File: config.mk
export PLATFORM = sky130hd
export DESIGN_NAME = rc_pulse_width_capture_flat
export DESIGN_NICKNAME = d
export VERILOG_FILES = /design/src/sv/rcpw_pkg.sv /design/src/sv/rcpw_chan_if.sv /design/src/sv/rc_pulse_width_capture.sv /design/src/flat_wrapper.sv
export SDC_FILE = /design/constraint.sdc
export NUM_CORES = 1
export LEC_CHECK = 0
export ABC_AREA = 1
export BUFFER_PORTS_ARGS = -buffer_cell sky130_fd_sc_hd__buf_4
export CAP_MARGIN = 20
export CELL_PAD_IN_SITES_DETAIL_PLACEMENT = 0
export CELL_PAD_IN_SITES_GLOBAL_PLACEMENT = 2
export CORE_ASPECT_RATIO = 1.1
export CORE_MARGIN = 4
export CORE_UTILIZATION = 39
export DETAILED_ROUTE_END_ITERATION = 8
export PLACE_DENSITY = 0.87
export SYNTH_ARGS = -nofsm -noshare
export SYNTH_HDL_FRONTEND = slang
export SYNTH_SLANG_ARGS = --single-unit
File: constraint.sdc
create_clock -name clk_i -period 13.05 [get_ports clk_i]
set_input_delay 2.61 -clock clk_i [delete_from_list [all_inputs] [get_ports clk_i]]
set_output_delay 2.61 -clock clk_i [all_outputs]
set_load 0.01 [all_outputs]
File: src/sv/rcpw_pkg.sv
package rcpw_pkg;

  typedef enum logic {
    KIND_EDGE = 1'b0,
    KIND_POLL = 1'b1
  } kind_e;

  typedef enum logic [1:0] {
    CFG_PULSE_MIN  = 2'd0,
    CFG_PULSE_MAX  = 2'd1,
    CFG_MODE_THR   = 2'd2,
    CFG_TIMEOUT    = 2'd3
  } cfg_idx_e;

  localparam int unsigned NumCh     = 3;
  localparam int unsigned UsW       = 12;
  localparam int unsigned StampW    = 16;
  localparam int unsigned FramesW   = 8;
  localparam int unsigned CfgW      = 12;
  localparam int unsigned CfgIdxW   = 2;

  localparam logic [1:0] ChMode = 2'd2;

  localparam logic [UsW-1:0]     PulseMinReset = 12'd900;
  localparam logic [UsW-1:0]     PulseMaxReset = 12'd2100;
  localparam logic [UsW-1:0]     ModeThrReset  = 12'd1450;
  localparam logic [FramesW-1:0] TimeoutReset  = 8'd5;
  localparam logic [FramesW-1:0] FramesMax     = 8'd255;

  localparam logic [UsW-1:0] HeldReset [NumCh] = '{12'd1500, 12'd1500, 12'd2000};

  typedef struct packed {
    logic              kind;
    logic [1:0]        channel;
    logic [StampW-1:0] stamp;
  } in_t;

  typedef struct packed {
    logic [UsW-1:0] steer_us;
    logic [UsW-1:0] throttle_us;
    logic [UsW-1:0] mode_us;
    logic           manual;
    logic           pulse_ok;
  } out_t;

endpackage

File: src/sv/rcpw_chan_if.sv
interface rcpw_chan_if #(
  parameter type T = logic
) ();
  logic valid;
  logic ready;
  T     data;

  modport source (output valid, output data, input ready);
  modport sink   (input valid, input data, output ready);
endinterface

File: src/sv/rc_pulse_width_capture.sv
// channel   direction  payload                                      handshake
// in_i      in         kind, channel, stamp                         valid/ready
// out_o     out        steer_us, throttle_us, mode_us, manual,      valid/ready
//                      pulse_ok
// cfg       in         cfg_idx_i, cfg_wdata_i                       cfg_we_i
//
// one item per cycle while the result is free or taken; each item's result is valid in the cycle after it is accepted
// state and the result register update at the same edge, single pass
// reset: widths 1500/1500/2000, manual mode, no channel awaiting a fall
// a stalled result holds; a new item is taken when the result is free or taken
// tick limits are precomputed at config write, so width math is one multiply
module rc_pulse_width_capture #(
  parameter int unsigned TicksPerUs = 50
) (
  input  logic                         clk_i,
  input  logic                         rst_ni,
  input  logic                         cfg_we_i,
  input  logic [rcpw_pkg::CfgIdxW-1:0] cfg_idx_i,
  input  logic [rcpw_pkg::CfgW-1:0]    cfg_wdata_i,
  rcpw_chan_if.sink                    in_i,
  rcpw_chan_if.source                  out_o
);
  import rcpw_pkg::*;

  localparam int unsigned TpuW    = (TicksPerUs > 1) ? $clog2(TicksPerUs) : 0;
  localparam int unsigned TickW   = (UsW + TpuW > StampW + 1) ? UsW + TpuW : StampW + 1;
  localparam int unsigned DivSh   = StampW + 1 + TpuW;
  localparam int unsigned RecipW  = DivSh + 1;
  localparam longint unsigned RecipVal =
      ((longint'(1) << DivSh) + TicksPerUs - 1) / TicksPerUs;
  localparam int unsigned ProdW   = StampW + 1 + RecipW;
  localparam longint unsigned MinTicksRst = 900 * TicksPerUs;
  localparam longint unsigned MaxTicksRst = 2100 * TicksPerUs;
  localparam longint unsigned WrapRst =
      (MaxTicksRst > 65536) ? MaxTicksRst - 65536 : 0;

  logic [UsW-1:0]     min_us_q, max_us_q, thr_us_q;
  logic [FramesW-1:0] timeout_q;
  logic [TickW-1:0]   min_ticks_q, max_ticks_d, wrap_lim_q, wrap_lim_d;
  logic               wrap_en_q, wrap_en_d;

  logic [StampW-1:0]  rise_q [NumCh];
  logic [NumCh-1:0]   await_q, await_d;
  logic [UsW-1:0]     held_q [NumCh];
  logic [UsW-1:0]     held_d [NumCh];
  logic               newmode_q, newmode_d;
  logic [FramesW-1:0] silent_q, silent_d;
  logic               manual_q, manual_d;

  out_t               out_q, out_d;
  logic               out_valid_q;

  logic               in_fire;
  logic               edge_ev;
  logic [StampW-1:0]  rise_sel;
  logic [StampW-1:0]  diff;
  logic [StampW:0]    ticks;
  logic               tick_rej;
  logic [ProdW-1:0]   prod;
  logic [StampW:0]    us;
  logic               us_ok;
  logic               fall_ok;

  assign in_i.ready  = !out_valid_q || out_o.ready;
  assign in_fire     = in_i.valid && in_i.ready;
  assign out_o.valid = out_valid_q;
  assign out_o.data  = out_q;

  // config registers and derived tick limits
  assign max_ticks_d = TickW'(cfg_wdata_i) * TickW'(TicksPerUs);
  assign wrap_en_d   = max_ticks_d > TickW'(65535);
  assign wrap_lim_d  = (max_ticks_d > TickW'(65536)) ? max_ticks_d - TickW'(65536)
                                                     : '0;

  always_ff @(posedge clk_i or negedge rst_ni) begin
    if (!rst_ni) begin
      min_us_q    <= PulseMinReset;
      max_us_q    <= PulseMaxReset;
      thr_us_q    <= ModeThrReset;
      timeout_q   <= TimeoutReset;
      min_ticks_q <= TickW'(MinTicksRst);
      wrap_lim_q  <= TickW'(WrapRst);
      wrap_en_q   <= MaxTicksRst > 65535;
    end else if (cfg_we_i) begin
      case (cfg_idx_e'(cfg_idx_i))
        CFG_PULSE_MIN: begin
          min_us_q    <= cfg_wdata_i;
          min_ticks_q <= max_ticks_d;
        end
        CFG_PULSE_MAX: begin
          max_us_q   <= cfg_wdata_i;
          wrap_lim_q <= wrap_lim_d;
          wrap_en_q  <= wrap_en_d;
        end
        CFG_MODE_THR: thr_us_q  <= cfg_wdata_i;
        CFG_TIMEOUT:  timeout_q <= cfg_wdata_i[FramesW-1:0];
        default: ;
      endcase
    end
  end

  // width measurement
  always_comb begin
    rise_sel = '0;
    for (int i = 0; i < NumCh; i++) begin
      if (in_i.data.channel == 2'(i)) rise_sel = rise_q[i];
    end
  end

  assign diff = in_i.data.stamp - rise_sel;

  always_comb begin
    ticks    = {1'b0, diff};
    tick_rej = 1'b0;
    if (wrap_en_q) begin
      if (TickW'(diff) <= wrap_lim_q) begin
        ticks = {1'b1, diff};
      end else if (TickW'(diff) < min_ticks_q) begin
        tick_rej = 1'b1;
      end
    end
    if (ticks == '0) tick_rej = 1'b1;
  end

  assign prod    = ProdW'(ticks) * ProdW'(RecipVal);
  assign us      = prod[DivSh +: StampW + 1];
  assign us_ok   = (us >= (StampW + 1)'(min_us_q)) && (us <= (StampW + 1)'(max_us_q));
  assign edge_ev = (in_i.data.kind == KIND_EDGE) && (in_i.data.channel != 2'd3);

  // next state and result
  always_comb begin
    await_d   = await_q;
    held_d    = held_q;
    newmode_d = newmode_q;
    silent_d  = silent_q;
    manual_d  = manual_q;
    fall_ok   = 1'b0;
    if (in_i.data.kind == KIND_POLL) begin
      if (newmode_q) begin
        silent_d  = '0;
        newmode_d = 1'b0;
      end else if (silent_q != FramesMax) begin
        silent_d = silent_q + 1'b1;
      end
      manual_d = (silent_d >= timeout_q) || (held_q[ChMode] >= thr_us_q);
    end else if (edge_ev) begin
      for (int i = 0; i < NumCh; i++) begin
        if (in_i.data.channel == 2'(i)) begin
          await_d[i] = !await_q[i];
          if (await_q[i] && !tick_rej && us_ok) begin
            held_d[i] = us[UsW-1:0];
            fall_ok   = 1'b1;
            if (2'(i) == ChMode) newmode_d = 1'b1;
          end
        end
      end
    end
    out_d.steer_us    = held_d[0];
    out_d.throttle_us = held_d[1];
    out_d.mode_us     = held_d[2];
    out_d.manual      = manual_d;
    out_d.pulse_ok    = fall_ok;
  end

  always_ff @(posedge clk_i or negedge rst_ni) begin
    if (!rst_ni) begin
      for (int i = 0; i < NumCh; i++) begin
        rise_q[i] <= '0;
        held_q[i] <= HeldReset[i];
      end
      await_q     <= '0;
      newmode_q   <= 1'b0;
      silent_q    <= '0;
      manual_q    <= 1'b1;
      out_valid_q <= 1'b0;
    end else begin
      if (in_fire) begin
        for (int i = 0; i < NumCh; i++) begin
          if (edge_ev && in_i.data.channel == 2'(i) && !await_q[i]) begin
            rise_q[i] <= in_i.data.stamp;
          end
        end
        await_q   <= await_d;
        held_q    <= held_d;
        newmode_q <= newmode_d;
        silent_q  <= silent_d;
        manual_q  <= manual_d;
      end
      if (in_fire) begin
        out_valid_q <= 1'b1;
      end else if (out_o.ready) begin
        out_valid_q <= 1'b0;
      end
    end
  end

  always_ff @(posedge clk_i) begin
    if (in_fire) out_q <= out_d;
  end

  a_fire_gives_result: assert property (@(posedge clk_i) disable iff (!rst_ni)
    in_fire |=> out_valid_q)
    else $error("accepted item produced no result");

  a_poll_no_pulse: assert property (@(posedge clk_i) disable iff (!rst_ni)
    in_fire && in_i.data.kind == KIND_POLL |=> !out_q.pulse_ok && $stable(await_q))
    else $error("poll changed edge state or flagged a pulse");

  a_poll_clears_silent: assert property (@(posedge clk_i) disable iff (!rst_ni)
    in_fire && in_i.data.kind == KIND_POLL && newmode_q |=> silent_q == '0 && !newmode_q)
    else $error("poll after new mode pulse did not clear frame count");

  a_unused_channel: assert property (@(posedge clk_i) disable iff (!rst_ni)
    in_fire && in_i.data.kind == KIND_EDGE && in_i.data.channel == 2'd3
    |=> !out_q.pulse_ok && $stable(await_q) && $stable(newmode_q))
    else $error("unused channel changed state");

  a_manual_tracks: assert property (@(posedge clk_i) disable iff (!rst_ni)
    out_valid_q |-> out_q.manual == manual_q)
    else $error("result manual bit differs from held decision");

endmodule

File: src/flat_wrapper.sv
// flat-port wrapper written by rule: the top's interface ports become plain ports
module rc_pulse_width_capture_flat import rcpw_pkg::*;
#(
  parameter int unsigned TicksPerUs = 50
)
  (clk_i, rst_ni, cfg_we_i, cfg_idx_i, cfg_wdata_i, in_i_valid, in_i_data, in_i_ready, out_o_valid, out_o_data, out_o_ready);
  rcpw_chan_if #(.T(in_t)) in_i_i ();
  rcpw_chan_if #(.T(out_t)) out_o_i ();
  input  logic clk_i;
  input  logic rst_ni;
  input  logic cfg_we_i;
  input  logic [rcpw_pkg::CfgIdxW-1:0] cfg_idx_i;
  input  logic [rcpw_pkg::CfgW-1:0] cfg_wdata_i;
  input wire logic [$bits(in_i_i.valid)-1:0] in_i_valid;
  input wire logic [$bits(in_i_i.data)-1:0] in_i_data;
  output wire logic [$bits(in_i_i.ready)-1:0] in_i_ready;
  output wire logic [$bits(out_o_i.valid)-1:0] out_o_valid;
  output wire logic [$bits(out_o_i.data)-1:0] out_o_data;
  input wire logic [$bits(out_o_i.ready)-1:0] out_o_ready;
  assign in_i_i.valid = in_i_valid;
  assign in_i_i.data = in_i_data;
  assign in_i_ready = in_i_i.ready;
  assign out_o_valid = out_o_i.valid;
  assign out_o_data = out_o_i.data;
  assign out_o_i.ready = out_o_ready;
  rc_pulse_width_capture #(.TicksPerUs(TicksPerUs)) u_core (.clk_i(clk_i), .rst_ni(rst_ni), .cfg_we_i(cfg_we_i), .cfg_idx_i(cfg_idx_i), .cfg_wdata_i(cfg_wdata_i), .in_i(in_i_i), .out_o(out_o_i));
endmodule
==> key figures <==
CTS
  – TritonCTS Sinks: 212
  – CTS root buf: clkbuf_16
  – Clock-pin transition on the worst setup and hold timing paths: 60 ps
  – TritonCTS clock tree: built
  – CTS Buf Count: 25
  – H-tree levels: 1
  – Worst-Skew Late Latency: 560 ps
  – CTS Buffer Depth: 3
  – Hold buffers post-CTS: 0

Critical path
  – CP Data Required Time: 13360 ps
  – Worst Setup End Kind: flip-flop
  – Crit path from: in_i_data[16]
  – Crit-path max cell delay: 530 ps
  – Crit path DAT: 12460 ps
  – Most frequent CP cell: nand2_1
  – WS Path Type: in -> reg
  – CP max FO: 14
  – Crit start category: input pin
  – Reg2reg start: u_core.rise_q[16]
  – CP max stage cell: fa_1

Synthesis
  – Most frequent cell after synthesis: nand2_1
  – Cell variety after synth: 47
  – Area leader, netlist: ha_1
  – Leading register cell type out of synthesis: dfrtp_1
  – Number of synthesis warnings: 0
  – Syn nets: 2801
  – Sequential area share after synthesis: 29.0%
  – Post-synth top cells: 584 x nand2_1, 499 x inv_1, 280 x ha_1
  – Flops & latches, synth: 212
  – Largest cells by area after synthesis: ha_1 18%, dfrtp_1 16%, fa_1 12%
  – Synth top area share: 18.3%
  – Mapped Area: 19100 sq um
  – Post-synth EDFFs: 38
  – Syn Area/Cell: 8.09 sq um
  – Cells after Synth: 2367
  – Fraction of registers with async set or reset after synthesis: 82.1%

Floorplan
  – Die H: 240 um
  – Core region area: 48100 sq um
  – I/O pins: 78
  – Initial core utilization: 39.8%
  – Area of the die: 52700 sq um
  – Die X-Extent: 219 um
  – Row count: 84

STA
  – F_max: 82.2 MHz
  – Hold WS: 464 ps
  – Final hold viol count: 0
  – Slew headroom: 34.7%
  – Worst slew pin tran: 979 ps
  – Worst Slack Setup Final: 890 ps
  – Max-slew violations: 0
  – Final period util: 93.2%
  – Skew final: 22.7 ps
  – Fin crit period: 12160 ps
  – Setup-failing EPs final: 0

Global routing
  – Vias in the first global route: 15300
  – Global route overflow: 0
  – First-pass GRT wire length: 83400 um
  – Initial antenna violation count: 0
  – Gr usage total: 20.0%
  – Largest net degree at the start of global routing: 77

Hold path
  – HP Start: u_core.held_q[27]
  – Hold Crit Class: reg -> reg

Routing
  – DRC: 0
  – First-pass DRT Iterations: 7
  – Detailed Route WL: 51800 um
  – Vias per inst: 4.81
  – Post-route ant nets: 0
  – Drt initial violations: 1012
  – Total number of vias: 15100
  – Wirelength per Cell: 16.5 um

Finish
  – # nets final: 2912
  – N_diodes: 0
  – Post-Route Utilization: 45.0%
  – FILL cells: 4912
  – Layout cell share with drive strength beyond 1: 10.5%
  – Area growth from synthesis to layout: 13.1%

Placement
  – Port bufs: 77
  – Place WS: 73.0 ps
  – GPL Wtd Cong: 0.906
  – Final HPWL DP: 42100 um

Job
  – Max cap viols: 0

Outcome
  – Status: completed
## per-layer routing
| layer | global-route usage, % | share of wire, % | wire length (um) |
|---|---|---|---|
| met5 | 0 | 0 | 0 |
| met3 | 2.33 | 3.1 | 1610 |
| met2 | 35.5 | 50 | 25800 |
| met1 | 26.2 | 45 | 23300 |
| met4 | 4.29 | 2.2 | 1130 |
## cell usage in the layout (no fill, tap or decap), types with 3 or more instances in the layout
cell type	n
inv_1	497
buf_4	123
xnor2_1	7
or2_2	3
nor2_1	106
o21bai_1	10
nor3_2	4
nand2_1	582
a31oi_1	3
inv_2	4
nand3_2	3
nor2_2	8
nand3_1	87
o221ai_1	7
clkbuf_16	27
nor4_1	6
clkbuf_1	5
dfrtp_1	122
a221oi_1	7
xor2_1	16
fa_1	116
clkbuf_8	7
o21a_1	6
nand4_2	3
edfxtp_1	38
nand4_1	18
ha_1	277
a21o_1	8
nand2_2	4
a21oi_1	93
nor3_1	15
nand3b_1	9
dfstp_2	52
and2_1	36
o21ai_0	154
## registers in the layout, indices dropped and copies added, names as in the netlist, 3 cells and up
name	flops
u_core.out_o.data	38
u_core.silent_q	8
u_core.held_q	36
u_core.thr_us_q	12
u_core.max_us_q	12
u_core.min_us_q	12
u_core.rise_q	48
u_core.timeout_q	8
u_core.await_q	3
u_core.min_ticks_q	14
u_core.wrap_lim_q	17
## metrics by stage
step,setup TNS (ps),cells,area [sq um]
after floorplan,0,2367,19100
after CTS,0,3137,21600
after detailed placement,0,3091,20700
final,0,3142,21700
after global routing,-8.20,3142,21700
after global placement,0,3091,20700
## critical path, delay by kind of cell
kind | cells | cell delay [ps]
xor gates and xnor gates | 1 | 200
buffers and inverters | 11 | 1270
and+or+nand+nor | 27 | 3170
AOI/OAI and AO/OA | 6 | 850
adders and majority gates | 10 | 4350
## final timing paths
check / end / slack [ps] / depth (start not counted)
max: u_core.out_o.data[14] / 890 / 55
min: u_core.held_q[27] / 460 / 2
max reg2reg: u_core.out_o.data[14] / 3050 / 52
min reg2reg: u_core.held_q[27] / 460 / 2
max in group asynchronous: u_core.rise_q[1] / 8930 / 3
min in group asynchronous: u_core.held_q[17] / 2000 / 1
## layout make-up
type | count | area (sq um) | share of cell area (%)
Multi-Input combinational cell | 1611 | 11600 | 53.4
Sequential cell | 212 | 5560 | 25.7
Inverter | 504 | 1900 | 8.77
Timing Repair Buffer | 124 | 935 | 4.31
Tap cell | 645 | 807 | 3.73
Clock buffer | 39 | 791 | 3.65
Clock inverter | 7 | 106 | 0.491
## repair_timing
item	in CTS	in global routing
setup buffers	0	5
gates resized for setup	0	20
endpoints found under the setup margin	0	73
## logic make-up (layout without fill, tap and decap cells)
logic type                 after synthesis  after routing  synth area share [%]
buffers and inverters                  544            674                  10.9
AOI/OAI and AO/OA                      298            298                  8.53
xor gates and xnor gates                26             26                  1.31
and+or+nand+nor                        891            891                  19.8
adders and majority gates              396            396                  30.4
DFF                                    212            212                  29.0
Power is left out: the tool's default activity adds up to more than one toggle a clock period on the data nets, which glitch-free logic cannot reach.
